<file path="config.mk">
export PLATFORM = sky130hd
export DESIGN_NAME = rsdi_term_cell
export DESIGN_NICKNAME = d
export VERILOG_FILES = /design/src/hw/rtl/ray_side_distance_init_macros.svh /design/src/hw/rtl/rsdi_pkg.sv /design/src/hw/rtl/rsdi_term_cell.sv
export SDC_FILE = /design/constraint.sdc
export NUM_CORES = 2
export LEC_CHECK = 0
export BUFFER_PORTS_ARGS = -buffer_cell sky130_fd_sc_hd__buf_2
export CAP_MARGIN = 15
export CORE_ASPECT_RATIO = 1.1
export CORE_UTILIZATION = 50
export DETAILED_ROUTE_END_ITERATION = 16
export GPL_ROUTABILITY_DRIVEN = 0
export PLACE_DENSITY = 0.69
export SLEW_MARGIN = 30
export SYNTH_ARGS = -nofsm -noshare
export SYNTH_HDL_FRONTEND = slang
export SYNTH_SLANG_ARGS = --single-unit
</file>
<file path="constraint.sdc">
create_clock -name clk -period 10.3 [get_ports clk]
set_input_delay 0 -clock clk [delete_from_list [all_inputs] [get_ports clk]]
set_output_delay 0 -clock clk [all_outputs]
set_load 0.03 [all_outputs]
</file>
<file path="src/hw/rtl/ray_side_distance_init_macros.svh">
// ----------------------------------------------------------------------------
// ray_side_distance_init_macros.svh
// Assertion macros used by the ray side-distance RTL.
// ----------------------------------------------------------------------------
`ifndef RAY_SIDE_DISTANCE_INIT_MACROS_SVH
`define RAY_SIDE_DISTANCE_INIT_MACROS_SVH
`ifndef NO_ASSERTIONS
// Same-cycle implication.
`define RSDI_ASSERT_SAME(label, clk, rst_n, ante, cons) \
	label: assert property (@(posedge clk) disable iff (!rst_n) (ante) |-> (cons)) \
		else $error("rsdi: same-cycle check failed");
// Next-cycle implication.
`define RSDI_ASSERT_NEXT(label, clk, rst_n, ante, cons) \
	label: assert property (@(posedge clk) disable iff (!rst_n) (ante) |=> (cons)) \
		else $error("rsdi: next-cycle check failed");
`else
`define RSDI_ASSERT_SAME(label, clk, rst_n, ante, cons)
`define RSDI_ASSERT_NEXT(label, clk, rst_n, ante, cons)
`endif
`endif

</file>
<file path="src/hw/rtl/rsdi_pkg.sv">
// ----------------------------------------------------------------------------
// rsdi_pkg
// Widths, constants and lane types of the ray side-distance pipeline.
// ----------------------------------------------------------------------------
package rsdi_pkg;
	localparam int CELL_SIZE_DEF  = 64;
	localparam int ANGLE_BITS_DEF = 16;

	localparam int FOV_W    = 16;
	localparam int ANG_IN_W = 16;
	localparam int POS_W    = 24;
	localparam int DIST_W   = 24;
	localparam int CLS_W    = 3;
	localparam int OFS_W    = 21;
	localparam int TRIG_W   = 32;
	localparam int QUO_W    = 24;
	localparam int U_W      = 17;

	localparam int TERM_CELLS = 5;
	localparam int DIV_CELLS  = QUO_W;
	localparam int RECIP_SH   = 35;

	localparam logic [FOV_W-1:0]  FOV_RESET   = 16'd10923;
	localparam logic [31:0]       HALF_PI_Q30 = 32'd1686629713;
	localparam logic [DIST_W-1:0] ALL_ONES24  = '1;
	localparam logic [U_W-1:0]    ONE_QUARTER_U = 17'h10000;

	localparam logic REG_FOV = 1'b0;

	typedef enum logic [CLS_W-1:0] {
		CLS_Q1    = 3'd0,
		CLS_Q2    = 3'd1,
		CLS_Q3    = 3'd2,
		CLS_Q4    = 3'd3,
		CLS_UP    = 3'd4,
		CLS_LEFT  = 3'd5,
		CLS_DOWN  = 3'd6,
		CLS_RIGHT = 3'd7
	} ray_class_t;

	typedef struct packed {
		logic [TRIG_W-1:0] term;
		logic [TRIG_W-1:0] sum;
		logic [TRIG_W-1:0] th2;
	} sin_lane_t;

	typedef struct packed {
		logic              sat;
		logic [TRIG_W-1:0] trig;
		logic [TRIG_W-1:0] rem;
		logic [QUO_W-1:0]  quo;
	} div_lane_t;

	typedef struct packed {
		ray_class_t       cls;
		logic             axis;
		logic [DIST_W-1:0] ax_dx;
		logic [DIST_W-1:0] ax_dy;
		logic [OFS_W-1:0]  offx;
		logic [OFS_W-1:0]  offy;
	} side_t;
endpackage

</file>
<file path="src/hw/rtl/rsdi_term_cell.sv">
// ----------------------------------------------------------------------------
// rsdi_term_cell
// One Taylor term of the sine series: next term and running sum, 3 stages.
// ----------------------------------------------------------------------------
module rsdi_term_cell import rsdi_pkg::*; #(
	parameter int K = 1
) (
	input  logic      clk,
	input  logic      en,
	input  sin_lane_t lane_i,
	output sin_lane_t lane_o
);
	localparam int DIVISOR = (2 * K) * (2 * K + 1);
	localparam logic [32:0] RECIP = 33'((64'd1 << RECIP_SH) / DIVISOR);
	localparam logic [7:0]  DIV_C = 8'(DIVISOR);

	logic [63:0]       prod_a;
	logic [TRIG_W-1:0] x_s1, sum_s1, th2_s1;
	logic [64:0]       prod_b;
	logic [TRIG_W-1:0] x_s2, q0_s2, sum_s2, th2_s2;
	logic [39:0]       qd;
	logic [TRIG_W-1:0] rem, q;
	sin_lane_t         nxt;

	assign prod_a = 64'(lane_i.term) * 64'(lane_i.th2);
	assign prod_b = 65'(x_s1) * 65'(RECIP);

	// reciprocal estimate is exact or one short: correct with one compare
	always_comb begin
		qd  = 40'(q0_s2) * 40'(DIV_C);
		rem = x_s2 - qd[TRIG_W-1:0];
		q   = (rem >= TRIG_W'(DIVISOR)) ? q0_s2 + 1'b1 : q0_s2;
		nxt.term = q;
		nxt.th2  = th2_s2;
		if (K % 2 == 1) begin
			nxt.sum = (sum_s2 < q) ? '0 : sum_s2 - q;
		end else begin
			nxt.sum = sum_s2 + q;
		end
	end

	always_ff @(posedge clk) begin
		if (en) begin
			x_s1   <= prod_a[61:30];
			sum_s1 <= lane_i.sum;
			th2_s1 <= lane_i.th2;
			x_s2   <= x_s1;
			q0_s2  <= TRIG_W'(prod_b >> RECIP_SH);
			sum_s2 <= sum_s1;
			th2_s2 <= th2_s1;
			lane_o <= nxt;
		end
	end
endmodule

</file>
### Word level (Yosys, flattened, before mapping)

Cells that the tools add are included.

| storage, ports and cells | value |
|---|---|
| flip-flop bits (word level) | 318 |
| logic and storage cells | 19 |
| bits of input ports | 98 |

| operators by class | value |
|---|---|
| $add $sub $neg | 3 |
| multiplexer cells | 1 |
| multipliers | 3 |
| order comparisons | 2 |

Operators by type and width:

| operator | count |
|---|---|
| 32-bit by 33-bit multiplier with 65-bit output, second input constant | 1 |
| 32-bit by 32-bit multiplier with 62-bit output | 1 |
| 32-bit by 3-bit greater-or-equal comparator with 1-bit output, second input constant | 1 |
| 32-bit by 31-bit less-than comparator with 1-bit output | 1 |
| 32-bit by 31-bit subtractor with 32-bit output | 1 |
| 32-bit subtractor | 1 |
| 30-bit by 1-bit adder with 31-bit output, second input constant | 1 |
| 30-bit by 2-bit multiplier with 31-bit output, second input constant | 1 |
| 31-bit two-way mux | 1 |

### Depth between registers and ports, before layout

| depth | value |
|---|---|
| depth after elaboration | 5 |
| depth in mapped cells | 56 |
| gate-level depth less buffers | 54 |

### Worst setup path after synthesis

Ideal clock, no wire load.

| timing path | value |
|---|---|
| path type | register to register |
| from | register q0_s2[0] |
| to | register lane_o[61] in the netlist's numbering, data pin |
| arrival time | 9.561 ns |
| slack | 0.582 ns |
| required time | 10.143 ns |
| stages on the path, launching flop included | 54 |
| buffers on the path | 1 |
| cells stage by stage | edfxtp_1 > ha_1 > inv_1 > fa_1 > nor2b_1 > o21ai_0 > a21boi_0 > o21ai_0 > a21oi_1 > o21ai_0 > a21oi_1 > o21ai_0 > a21boi_0 > o21ai_0 > a21boi_0 > o21a_1 > o311ai_0 > a21boi_0 > [... 18 more ...] > o21ai_0 > a21boi_0 > o21ai_0 > a21oi_1 > o21a_1 > o31a_1 > or2_2 > nor3_1 > mux2i_1 > and4_1 > o32a_1 > o21a_1 > a211oi_1 > o31a_1 > o31ai_4 > a21boi_1 > mux2_2 > nor3_1 |

| on the way | value |
|---|---|
| word-level cells in the longest chain between the ends | 5 |

RTL lines:

| what | RTL line | text |
|---|---|---|
| start: declaration | rsdi_term_cell.sv:20 | `logic [TRIG_W-1:0] x_s2, q0_s2, sum_s2, th2_s2;` |
| start signal: assignment | rsdi_term_cell.sv:48 | `q0_s2 <= TRIG_W'(prod_b >> RECIP_SH);` |
| 30-bit by 2-bit multiplier with 31-bit output | rsdi_term_cell.sv:30 | `qd = 40'(q0_s2) * 40'(DIV_C);` |
| 32-bit subtractor | rsdi_term_cell.sv:31 | `rem = x_s2 - qd[TRIG_W-1:0];` |
| 32-bit by 3-bit greater-or-equal comparator with 1-bit output | rsdi_term_cell.sv:32 | `q = (rem >= TRIG_W'(DIVISOR)) ? q0_s2 + 1'b1 : q0_s2;` |
| 31-bit two-way mux * | rsdi_term_cell.sv:32 |  |
| 32-bit by 31-bit subtractor with 32-bit output or 32-bit by 31-bit less-than comparator with 1-bit output (tied branches) | rsdi_term_cell.sv:36 | `nxt.sum = (sum_s2 < q) ? '0 : sum_s2 - q;` |
| end signal: assignment | rsdi_term_cell.sv:51 | `lane_o <= nxt;` |
| end: declaration | rsdi_term_cell.sv:11 | `output sin_lane_t lane_o` |

Every way passes the cells marked *; elsewhere a longest branch is shown, timed or not.
A chain may end at the register's enable or synchronous reset.

==> out/qor.txt <==
sequential cell area = 0.009489 mm^2
largest net degree at the start of global routing = 141
Worst-Skew Late Latency = 0.59 ns
largest family of logic cells by synthesized area = adder cells
layout cells sized above 1 = 0.08330
post-placement cell area = 0.05871 mm^2
Area growth syn-to-layout = 8.834%
Final Skew = 0.03863 ns
Post-synth EDFFs = 316
Final Critical Period = 10.06 ns
vias in the first global route = 42010
clk buf depth = 3
1st-iter DRT viols = 2692
worst path required time = 10.62 ns
R2R cell count = 56
Die ar. = 0.1128 mm^2
DIE WIDTH = 320.3 um
CP Capture Type = flop
GRT Overall Usage = 0.2506
CP Class = flop to flop
async set or reset register ratio after synthesis = 0
Compound-Gate Fraction of Synth Area = 0.05089
Ys Warns = 0
drt drc = 0
reg2reg end = lane_o[59]$_SDFFCE_PN0P_
sequential share of the synthesized area = 0.1703
Max Clk Rate = 0.09939 GHz
multi-input logic area = 0.04057 mm^2
final setup fails = 0
Antenna Nets Post-Route = 0
Port Buffers = 192
syn_area_per_cell = 9.951 um^2
GRT overflow = 0
Clock transition at path regs = 0.07 ns
syn nets = 7378
CTS Buf Count = 36
crit-path most repeated cell = o21ai_1
vias per inst = 5.317
clock root buffer = clkbuf_16
RSZ-0062 raised after global routing = true
Synth Register Bits = 316
H-tree depth = 2
Hold Startpoint = lane_i[4]
row count = 128
WHS Path Cells = 2
max_slew headroom = 0.4014
DIE HEIGHT = 352.2 um
worst hold margin = 0.02756 ns
Routed WL = 137.1 mm
initial antenna violation count = 2
Initial Util = 0.5036
clk sinks = 316
Placeable Area = 0.1107 mm^2
reg2reg setup slack = 0.24 ns
nets@finish = 7572
Simple-Gate Fraction of Synth Area = 0.1199
FILL cells = 9628
wire per inst = 18.74 um
mux cell area share after synthesis = 0.001684
Fin. Hold Viols = 0
Synth Area in XOR/XNOR = 0.02366
Slowest cell on crit path = a221o_1
design area = 0.06066 mm^2
outcome = completed
total number of vias = 38910
Hold Path Sink = th2_s1[4]$_DFFE_PP_
Primary FF master, synth = edfxtp_1
final core occ = 0.5481
reg2reg start = q0_s2[1]$_DFFE_PP_
num ports = 194
TritonCTS clock tree = done
Post-DP HPWL = 111.7 mm
Worst Tran Pin Value = 0.8979 ns
worst min-delay path class = primary input to flop
Worst Path Arrival = 10.38 ns
Mapped Area = 0.05574 mm^2
max incr delay on CP = 0.40 ns
max capacitance violation total = 0
crit start category = flop
post-synthesis adder-cell area fraction = 0.5273
Final period util = 0.9768
synthesized instance count = 5601
Initial DRT Pass Iterations = 5
synth unique cells = 94
first-pass GRT wire length = 223.6 mm
max-slew violation count = 0
Fin Setup TNS = 0 ns
worst-path fanout max = 5
[layer usage]
metal / vias to the layer above / GRT usage / part of all wire
met5: - / 0 / 0.000080
met4: 2 / 0.08019 / 0.034
met2: 1329 / 0.4371 / 0.50
met1: 19820 / 0.3272 / 0.40
li1: 17470 / - / -
met3: 294 / 0.02561 / 0.058
[critical path, delay by kind of cell, from the launching register on]
family	cells	cell delay, ns
compound gates	25	4.24
xor+xnor	1	0.17
fa+ha+maj	6	1.47
buf+inv	5	0.54
flops	1	0.39
simple gates	19	3.01
[layout by cell type (no fill, tap or decap), types with 6 or more instances in the layout]
| cell type | netlist | final |
|---|---|---|
| nand4_1 | 24 | 24 |
| inv_1 | 1339 | 1336 |
| nand2_1 | 875 | 872 |
| a211oi_1 | 16 | 14 |
| inv_6 | 0 | 6 |
| xor2_1 | 53 | 51 |
| edfxtp_1 | 316 | 316 |
| clkbuf_16 | 0 | 37 |
| a2111oi_0 | 8 | 7 |
| and2_1 | 240 | 240 |
| ha_1 | 575 | 571 |
| xnor2_1 | 92 | 90 |
| o21ai_0 | 71 | 63 |
| nor2b_1 | 18 | 17 |
| or2_2 | 15 | 15 |
| maj3_1 | 7 | 7 |
| o21bai_1 | 7 | 7 |
| o211ai_1 | 7 | 7 |
| buf_2 | 5 | 191 |
| or3_1 | 6 | 6 |
| and3_1 | 17 | 17 |
| buf_4 | 5 | 141 |
| and4_1 | 11 | 11 |
| clkinv_1 | 0 | 6 |
| a21o_1 | 58 | 58 |
| a31oi_1 | 14 | 13 |
| nand2b_1 | 24 | 24 |
| dlygate4sd3_1 | 0 | 39 |
| nand3_1 | 39 | 38 |
| fa_1 | 1104 | 1102 |
| nor3_1 | 41 | 40 |
| o21ai_1 | 6 | 10 |
| o21a_1 | 26 | 26 |
| nor2_1 | 119 | 115 |
| mux2i_1 | 6 | 6 |
| a21oi_1 | 106 | 102 |
[state kept, by name, summed over array words and instances (netlist names)]
name / count
sum_s2: 32
q0_s2: 30
lane_o: 95
x_s2: 31
th2_s2: 32
th2_s1: 32
sum_s1: 32
x_s1: 32
[how the worst max path moves through the flow]
stage / startpoint / to / cells past startpoint
after CTS: q0_s2[0]$_DFFE_PP_ / lane_o[59]$_SDFFCE_PN0P_ / 55
after floorplan: q0_s2[0]$_DFFE_PP_ / lane_o[61]$_SDFFCE_PN0P_ / 53
final: q0_s2[1]$_DFFE_PP_ / lane_o[59]$_SDFFCE_PN0P_ / 56
after global placement: q0_s2[0]$_DFFE_PP_ / lane_o[59]$_SDFFCE_PN0P_ / 54
after global routing: q0_s2[0]$_DFFE_PP_ / lane_o[59]$_SDFFCE_PN0P_ / 55
after detailed placement: q0_s2[0]$_DFFE_PP_ / lane_o[59]$_SDFFCE_PN0P_ / 54
[through the flow]
step | setup WS, ns | instances
floorplan | 0.5822 | 5601
detailed placement | -0.5250 | 7198
global placement | -0.2576 | 7198
finish | 0.2386 | 7318
global route | -0.2619 | 7317
CTS | 0.05667 | 7304
[cell usage after synthesis, drive strengths merged, types with 18 or more instances]
| cell | number | share of area |
|---|---|---|
| nand3 | 41 | 0.0039 |
| nor2b | 18 | 0.0020 |
| nand2 | 875 | 0.059 |
| nand2b | 24 | 0.0027 |
| o21a | 26 | 0.0035 |
| nor2 | 119 | 0.0080 |
| and2 | 242 | 0.027 |
| edfxtp | 316 | 0.17 |
| inv | 1340 | 0.090 |
| ha | 575 | 0.13 |
| clkbuf | 206 | 0.014 |
| xor2 | 54 | 0.0086 |
| nor3 | 42 | 0.0039 |
| fa | 1104 | 0.40 |
| a21o | 58 | 0.0078 |
| a21oi | 107 | 0.0097 |
| nand4 | 26 | 0.0033 |
| o21ai | 77 | 0.0069 |
| xnor2 | 94 | 0.015 |
[area by class of cell]
cell class,instances,share of cell area
Antenna cell,1,0.00004125
Clock buffer,41,0.01516
Clock inverter,24,0.004084
Inverter,1340,0.08292
Multi-Input combinational cell,3722,0.6688
Sequential cell,316,0.1564
Tap cell,1495,0.03084
Timing Repair Buffer,379,0.04171
[kinds of logic after synthesis]
| group | count (synthesis) |
|---|---|
| AND/OR/NAND/NOR | 1464 |
| multiplexers | 9 |
| AO/OA/AOI/OAI | 412 |
| other | 1 |
| buffers and inverters | 1563 |
| adder cells (fa/ha/maj) | 1688 |
| flip-flops | 316 |
| XOR/XNOR | 148 |
[what timing repair did]
action	CTS	global route
cloned	0	1
hold buffers	39	0
hold endpoints to repair	53	0
resized for setup	12	58
pin swaps	6	55
setup endpoints to repair	32	32
buffers inserted	2	12
Power is left out: the tool's default activity adds up to more than one toggle a clock period on the data nets, which glitch-free logic cannot reach.
