===== src/hw/rtl/ray_side_distance_init_macros.svh =====
// ----------------------------------------------------------------------------
// ray_side_distance_init_macros.svh
// Assertion macros used by the ray side-distance RTL.
// ----------------------------------------------------------------------------
`ifndef RAY_SIDE_DISTANCE_INIT_MACROS_SVH
`define RAY_SIDE_DISTANCE_INIT_MACROS_SVH
`ifndef NO_ASSERTIONS
// Same-cycle implication.
`define RSDI_ASSERT_SAME(label, clk, rst_n, ante, cons) \
	label: assert property (@(posedge clk) disable iff (!rst_n) (ante) |-> (cons)) \
		else $error("rsdi: same-cycle check failed");
// Next-cycle implication.
`define RSDI_ASSERT_NEXT(label, clk, rst_n, ante, cons) \
	label: assert property (@(posedge clk) disable iff (!rst_n) (ante) |=> (cons)) \
		else $error("rsdi: next-cycle check failed");
`else
`define RSDI_ASSERT_SAME(label, clk, rst_n, ante, cons)
`define RSDI_ASSERT_NEXT(label, clk, rst_n, ante, cons)
`endif
`endif


===== src/hw/rtl/rsdi_pkg.sv =====
// ----------------------------------------------------------------------------
// rsdi_pkg
// Widths, constants and lane types of the ray side-distance pipeline.
// ----------------------------------------------------------------------------
package rsdi_pkg;
	localparam int CELL_SIZE_DEF  = 64;
	localparam int ANGLE_BITS_DEF = 16;

	localparam int FOV_W    = 16;
	localparam int ANG_IN_W = 16;
	localparam int POS_W    = 24;
	localparam int DIST_W   = 24;
	localparam int CLS_W    = 3;
	localparam int OFS_W    = 21;
	localparam int TRIG_W   = 32;
	localparam int QUO_W    = 24;
	localparam int U_W      = 17;

	localparam int TERM_CELLS = 5;
	localparam int DIV_CELLS  = QUO_W;
	localparam int RECIP_SH   = 35;

	localparam logic [FOV_W-1:0]  FOV_RESET   = 16'd10923;
	localparam logic [31:0]       HALF_PI_Q30 = 32'd1686629713;
	localparam logic [DIST_W-1:0] ALL_ONES24  = '1;
	localparam logic [U_W-1:0]    ONE_QUARTER_U = 17'h10000;

	localparam logic REG_FOV = 1'b0;

	typedef enum logic [CLS_W-1:0] {
		CLS_Q1    = 3'd0,
		CLS_Q2    = 3'd1,
		CLS_Q3    = 3'd2,
		CLS_Q4    = 3'd3,
		CLS_UP    = 3'd4,
		CLS_LEFT  = 3'd5,
		CLS_DOWN  = 3'd6,
		CLS_RIGHT = 3'd7
	} ray_class_t;

	typedef struct packed {
		logic [TRIG_W-1:0] term;
		logic [TRIG_W-1:0] sum;
		logic [TRIG_W-1:0] th2;
	} sin_lane_t;

	typedef struct packed {
		logic              sat;
		logic [TRIG_W-1:0] trig;
		logic [TRIG_W-1:0] rem;
		logic [QUO_W-1:0]  quo;
	} div_lane_t;

	typedef struct packed {
		ray_class_t       cls;
		logic             axis;
		logic [DIST_W-1:0] ax_dx;
		logic [DIST_W-1:0] ax_dy;
		logic [OFS_W-1:0]  offx;
		logic [OFS_W-1:0]  offy;
	} side_t;
endpackage


===== src/hw/rtl/rsdi_div_cell.sv =====
// ----------------------------------------------------------------------------
// rsdi_div_cell
// One restoring division step: one quotient bit per cell.
// ----------------------------------------------------------------------------
module rsdi_div_cell import rsdi_pkg::*; (
	input  logic      clk,
	input  logic      en,
	input  div_lane_t lane_i,
	output div_lane_t lane_o
);
	logic [TRIG_W-1:0] t;
	div_lane_t         nxt;

	// remainder stays below the divisor, so the shift never loses a bit
	always_comb begin
		t = {lane_i.rem[TRIG_W-2:0], 1'b0};
		nxt = lane_i;
		if (t >= lane_i.trig) begin
			nxt.rem = t - lane_i.trig;
			nxt.quo = {lane_i.quo[QUO_W-2:0], 1'b1};
		end else begin
			nxt.rem = t;
			nxt.quo = {lane_i.quo[QUO_W-2:0], 1'b0};
		end
	end

	always_ff @(posedge clk) begin
		if (en) begin
			lane_o <= nxt;
		end
	end
endmodule


===== config.mk =====
export PLATFORM = sky130hd
export DESIGN_NAME = rsdi_div_cell
export DESIGN_NICKNAME = d
export VERILOG_FILES = /design/src/hw/rtl/ray_side_distance_init_macros.svh /design/src/hw/rtl/rsdi_pkg.sv /design/src/hw/rtl/rsdi_div_cell.sv
export SDC_FILE = /design/constraint.sdc
export NUM_CORES = 1
export LEC_CHECK = 0
export ABC_AREA = 1
export BUFFER_PORTS_ARGS = -buffer_cell sky130_fd_sc_hd__buf_2
export CELL_PAD_IN_SITES_DETAIL_PLACEMENT = 0
export CELL_PAD_IN_SITES_GLOBAL_PLACEMENT = 1
export CORE_MARGIN = 1
export CORE_UTILIZATION = 30
export CTS_CLUSTER_SIZE = 20
export DETAILED_ROUTE_END_ITERATION = 12
export PLACE_DENSITY_LB_ADDON = 0.1
export SETUP_SLACK_MARGIN = 0.02
export SLEW_MARGIN = 20
export SYNTH_ARGS = -nofsm -noshare
export SYNTH_HDL_FRONTEND = slang
export SYNTH_SLANG_ARGS = --single-unit

===== constraint.sdc =====
create_clock -name clk -period 3.7 [get_ports clk]
set_input_delay 0.37 -clock clk [delete_from_list [all_inputs] [get_ports clk]]
set_output_delay 0.37 -clock clk [all_outputs]
set_load 0.1 [all_outputs]

### Word-level counts from Yosys, hierarchy flattened

Cells that the tools add are included.

| word-level totals | value |
|---|---|
| output and inout port bits | 89 |
| input port bits | 91 |
| flip-flop bits (word level) | 89 |

| cells by class | value |
|---|---|
| $lt $le $gt $ge | 1 |
| mux-type cells | 1 |
| $add $sub $neg | 1 |

Operators by type and width:

| kind | number |
|---|---|
| 2-to-1 mux 56 bit | 1 |
| >= comparator 32 bit | 1 |
| subtractor 32 bit | 1 |

### Depth between registers and ports, before layout

Gate-level depths: netlist of run 1.

| logic depth | value |
|---|---|
| depth in word-level cells | 2 |
| gate-level depth with buffers | 16 |

### Worst setup path before layout of run 1

No wires, ideal clock.

| timing | value |
|---|---|
| path type | input -> register |
| start point | input port lane_i[56] (netlist bit) |
| end point | register lane_o[49] (netlist bit), data pin |
| arrival | 1790 ps |
| setup slack | 1656 ps |
| stages | 13 |
| setup time | 253 ps |
| buffers on the path | 1 |
| data required time | 3447 ps |
| cell sequence | inv_1 fa_1 nand3_1 nand3_2 nand2_1 nand2_2 nand2_1 nand3_2 nand2_2 nand2_4 buf_4 nand3_1 nand2_1 |

RTL lines:

| what | RTL line | text |
|---|---|---|
| from (decl) | rsdi_div_cell.sv:8 | `input div_lane_t lane_i,` |
| to (signal assigned) | rsdi_div_cell.sv:29 | `lane_o <= nxt;` |
| to (decl) | rsdi_div_cell.sv:9 | `output div_lane_t lane_o` |

### Worst setup path in the final report of run 1

| timing | value |
|---|---|
| start point | input port lane_i[56] (netlist bit) |
| end point | register lane_o[24] (netlist bit), data pin |

| between the ends | value |
|---|---|
| cells in the longest elaborated chain, start to end | 1 |
| elaborated cells on any way between the ends | 2 |
| those cells by class | add/sub (1); order compare (1) |

Ends and longest elaborated chain:

| what | RTL line |
|---|---|
| subtractor 32 bit or >= comparator 32 bit (tied branches) | rsdi_div_cell.sv:19, rsdi_div_cell.sv:18 |

Parallel ways exist; a longest one is shown, timed or not.
A chain may end at the register's enable or synchronous reset.

==> impl_metrics.toml, run 1 <==
[yosys]
synth_flop_cell = "edfxtp_1"
synth_edf_count = 89
synth-async-reset-ratio_pct = 0
synth_area_um2 = 5771
ys_seq_area_share_pct = 46.31
ys_warn_count = 0
synth.avg_cell_area_um2 = 7.725
synth.distinct_cells = 27
synthCells = 747
syn_nets = 871
yosys_register_bits = 89

[layout]
fillers = 2060
fin_util_pct = 38.39
final_cell_mix = "nand2_1 (302), buf_2 (176), inv_1 (152)"
regArea_um2 = 2673
layout_commonest_cell = "nand2_1"
regMostFlops = "lane_o"
fin_nets = 1055
largest_reg_flops = 89
syn_to_final_growth_pct = 24.85
n_antenna_cell = 0
layout-drive-gt1-share_pct = 24.04
multi_input_area_um2 = 2435
top_regs = "lane_o x89"

[power_and_ir_drop]
p_per_area_nw_per_um2 = 499.9
leakage_nw = 3.922
ir_drop_v = 0.0002096
finalPower_mw = 3.601

[place]
place_congestion = 0.7957
place.port_buffers = 177
place_hpwl_mm = 12.48

[global_route]
grt_pass1_wl_mm = 25.18
grt.overflow.total = 0
grt_usage_pct = 16.45
antenna_found_initial = 0
grt_pass1_vias = 4934
grt_start_max_net_pins = 87

[die]
rows = 50
dieHeight_um = 140.7
core-area_um2 = 18770
die_w_um = 140.7
num_io_pins = 180
die-area_um2 = 19790
initial_core_util_pct = 30.75

[clocking]
cts_setup_buffers = 0
cts_max_path_buffers = 2
cts_buffers = 9
cts_tree = "yes"
htreeDepth = 3
cts-root-buf = "clkbuf_16"
clk_pin_slew_ns = 0.07
cts_resized = 0
clock-sinks = 89
hold_buffers = 0

[worst_setup_path]
cp_data_required_time_ns = 3.79
crit_path_max_fanout = 32
cp-end-kind = "register"
start_kind = "primary input"
arrival_ns = 2.52
critPathKind = "primary input to register"

[timing]
tightest_slew_ns = 0.8234
fmax_mhz = 411.2
hold_violations = 0
grt_setup_unrepaired = "no"
period_needed_ns = 2.432
setup_viol = 0
finalCritPeriodShare_pct = 65.73
slew_viol_final = 0
setup-tns-final_ns = 0
max_slew_margin_pct = 45.10
hold_slack_ns = 0.1914

[run_status]
outcome = "complete, no violations"

[route]
drc = 0
wl_per_cell_um = 13.39
postRouteAntennaNets = 0
dr.pass1.iters = 4
vias_per_cell = 4.336
routed_wl_mm = 15.66
vias = 5073
drt-initial-drc-count = 196

[worst_hold_path]
worstHoldStart = "lane_i[8]"
min_to = "lane_o[9]$_DFFE_PP_"
timing.hold.worst_path_depth = 1
hp-class = "primary input to register"

[job]
maxCapViolCount = 0
-- stage by stage --
stage / instances / setup slack, ns / cell area (um2)
after floorplan: 747 / 1.656 / 5771
after global placement: 1154 / 0.8805 / 6903
after detailed placement: 1154 / 0.8703 / 6903
after CTS: 1170 / 1.247 / 7201
after global routing: 1170 / 1.072 / 7204
final: 1170 / 1.268 / 7204
-- worst max-delay path by stage --
stage / start / depth (start not counted) / endpoint / slack (ns)
global route: lane_i[56] / 14 / lane_o[37]$_DFFE_PP_ / 1.07
finish: lane_i[56] / 13 / lane_o[24]$_SDFFCE_PN0P_ / 1.27
CTS: lane_i[56] / 13 / lane_o[24]$_SDFFCE_PN0P_ / 1.25
detailed placement: lane_i[56] / 13 / lane_o[24]$_SDFFCE_PN0P_ / 0.87
floorplan: lane_i[56] / 13 / lane_o[49]$_DFFE_PP_ / 1.66
global placement: lane_i[56] / 13 / lane_o[24]$_SDFFCE_PN0P_ / 0.88
-- cells by family (layout without fill, tap and decap cells) --
group / after synthesis / in the layout / share of synthesized area [%]
AND/OR/NAND/NOR: 424 / 424 / 30.57
buffers and inverters: 165 / 354 / 11.49
XOR/XNOR: 15 / 15 / 2.277
adder cells (fa/ha/maj): 33 / 33 / 7.285
flip-flops: 89 / 89 / 46.31
AO/OA/AOI/OAI: 21 / 21 / 2.060
-- cells in the mapped netlist, drive strengths merged, types with 4 or more instances --
library cell	n	area, um2
and2	5	31.28
xor2	15	131.4
inv	159	599.3
nand3	43	225.2
o21bai	4	30.03
ha	32	400.4
nor3	7	40.04
buf	6	63.80
nand3b	4	30.03
a21oi	16	83.83
edfxtp	89	2673
nand4	6	37.54
nor2	42	167.7
nand2	316	1226
-- final cells by class --
| cell class | instances | share of cell area (%) |
|---|---|---|
| Timing Repair Buffer | 179 | 12.59 |
| Sequential cell | 89 | 37.10 |
| Clock buffer | 9 | 3.126 |
| Multi-Input combinational cell | 493 | 33.80 |
| Clock inverter | 7 | 1.007 |
| Inverter | 159 | 8.319 |
| Tap cell | 234 | 4.064 |
-- power breakdown --
part	internal [mW]	switching (mW)
sequential	1.23	0.0200
combinational	0.266	1.16
clock	0.477	0.443
-- metal layers --
metal / up-vias / wire (um) / GRT usage [%]
li1: 2678 / - / -
met1: 2257 / 7954 / 23.16
met2: 130 / 6699 / 25.56
met3: 8 / 859 / 3.499
met4: 0 / 150 / 4.176
met5: - / 0 / 0
-- worst max-delay path, stage by stage --
cell     delay (ns)
buf_2          0.08
inv_1          0.15
fa_1           0.52
nand3_1        0.13
nand3_2        0.11
nand2_1        0.09
nand2_2        0.09
nand2_1        0.10
nand3_2        0.08
nand2_2        0.08
nand2_4        0.21
inv_4          0.41
nor2_1         0.07
Power figures use the tool's default switching activity.
==> inputs of run 2 (changes only) <==
==> constraint.sdc (replaced) <==
create_clock -name clk -period 2.14 [get_ports clk]
set_input_delay 0.214 -clock clk [delete_from_list [all_inputs] [get_ports clk]]
set_output_delay 0.214 -clock clk [all_outputs]
set_load 0.1 [all_outputs]
==> run 2 against run 1 <==
Against the previous run:
- critical path depth rose by 1
- combinational power rose by 85%
- count of clock-buffer cells in the layout did not move
- power rose by 78%
- first-iteration DRC count rose by 8.2%
- core utilization rose by 2.8 points
- design area rose by 7.3%
- critical endpoint is now lane_o[47]$_DFFE_PP_
==> impl_metrics.toml, run 2 (same netlist as run 1, synthesis figures left out) <==
[layout]
final_cell_mix = "nand2_1 (302), buf_2 (176), inv_1 (152)"
syn_to_final_growth_pct = 33.98
largest_reg_flops = 89
layout-drive-gt1-share_pct = 28.90
postLayoutCellArea_um2 = 7731
n_antenna_cell = 0
final_cells = 1234
fillers = 2054
top_regs = "lane_o x89"
layout_commonest_cell = "nand2_1"
fin_util_pct = 41.19
fin_nets = 1119
regMostFlops = "lane_o"

[route]
postRouteAntennaNets = 0
drc = 0
wl_per_cell_um = 12.95
dr.pass1.iters = 4
drt-initial-drc-count = 212
vias = 5214
vias_per_cell = 4.225
routed_wl_mm = 15.98

[worst_hold_path]
hp-class = "primary input to register"
worstHoldStart = "lane_i[8]"

[timing]
slew_viol_final = 0
worst_slack_ns = 0.3121
period_needed_ns = 1.828
max_slew_margin_pct = 66.23
tightest_slew_ns = 0.5065
finalCritPeriodShare_pct = 85.41
hold_slack_ns = 0.02635
fmax_mhz = 547.1
hold_violations = 0
grt_setup_unrepaired = "no"
setup_viol = 0

[clocking]
cts-root-buf = "clkbuf_16"
clock-sinks = 89
cts_setup_buffers = 0
hold_buffers = 0
cts_resized = 0
cts_buffers = 9
clk_pin_slew_ns = 0.08
htreeDepth = 3
cts_max_path_buffers = 2
cts_tree = "yes"

[worst_setup_path]
critPathKind = "primary input to register"
start_kind = "primary input"
slowest_stage = "ha_1"
crit_path_max_fanout = 7
startpoint = "lane_i[67]"
crit_chain = "buf_2 -> inv_1 -> ha_1 -> nand2_1 -> inv_1 -> nand2_1 -> nand2_1 -> a21oi_1 -> nand3_2 -> nand2_2 -> nand2_4 -> buf_4 -> nand3_1 -> nand2_1"
path_common_cell = "nand2_1"
arrival_ns = 1.93
cp-end-kind = "register"
cp_data_required_time_ns = 2.24
slowest_delay_ns = 0.30

[power_and_ir_drop]
p_per_area_nw_per_um2 = 831.2
leakage_nw = 4.252
ir_drop_v = 0.0004163

[place]
place_hpwl_mm = 13.12
place_ws_ns = -0.06395
place_congestion = 0.8058
placed_cell_area_um2 = 7433
numPlacedInstances = 1218
place.port_buffers = 177

[die]
initial_core_util_pct = 30.75
num_io_pins = 180
rows = 50
die-area_um2 = 19790
dieHeight_um = 140.7
core-area_um2 = 18770
die_w_um = 140.7

[run_status]
outcome = "complete, no violations"

[global_route]
antenna_found_initial = 0
grt_usage_pct = 16.91
grt.overflow.total = 0
grt_pass1_wl_mm = 25.66
grt_pass1_vias = 5091
grt_start_max_net_pins = 52

[job]
maxCapViolCount = 0
## run 2: cell count changes in the layout (fill, tap and decap cells not counted), sizes merged
| cell | delta |
|---|---|
| buf | +64 |
| clkinv | +1 |
| inv | -1 |
## run 2: cell type report
| cell class | instances | area [um2] | share of cell area [%] |
|---|---|---|---|
| clock buffer | 9 | 225.2 | 2.913 |
| clock inverter | 7 | 72.57 | 0.9387 |
| inverter | 159 | 599.3 | 7.752 |
| multi-input combinational | 493 | 2435 | 31.49 |
| sequential | 89 | 2673 | 34.57 |
| tap | 234 | 292.8 | 3.787 |
| timing repair buffer | 243 | 1434 | 18.55 |
## run 2: metal layers
| layer | vias to the layer above | track usage, % | routed length, um |
|---|---|---|---|
| met5 | - | 0 | 0 |
| met4 | 0 | 4.291 | 142 |
| met3 | 8 | 3.397 | 890 |
| met2 | 124 | 27.00 | 6912 |
| met1 | 2276 | 23.35 | 8033 |
| li1 | 2806 | - | - |
## run 2: power breakdown
part	total, mW	switching [mW]	internal, mW
clock	1.61	0.789	0.823
sequential	2.17	0.0361	2.13
combinational	2.64	2.04	0.608
## run 2: path summary, 6_finish.rpt
kind,to,slack [ns],depth (start not counted)
setup / recovery,lane_o[47]$_DFFE_PP_,0.31,14
hold / removal,lane_o[9]$_DFFE_PP_,0.03,1
## run 2: critical path: cells and delay by family
kind | cells | cell delay [ns]
AND/OR/NAND/NOR | 8 | 0.82
buffers and inverters | 4 | 0.37
adder cells (fa/ha/maj) | 1 | 0.30
AO/OA/AOI/OAI | 1 | 0.21
## run 2: through the flow
step / setup TNS (ns) / total power, mW
6_report: 0 / 6.426
5_1_grt: 0 / 6.758
4_1_cts: 0 / 6.522
3_5_place_dp: -0.1025 / 4.875
3_3_place_gp: -0.02590 / 4.868
2_1_floorplan: 0 / 4.203
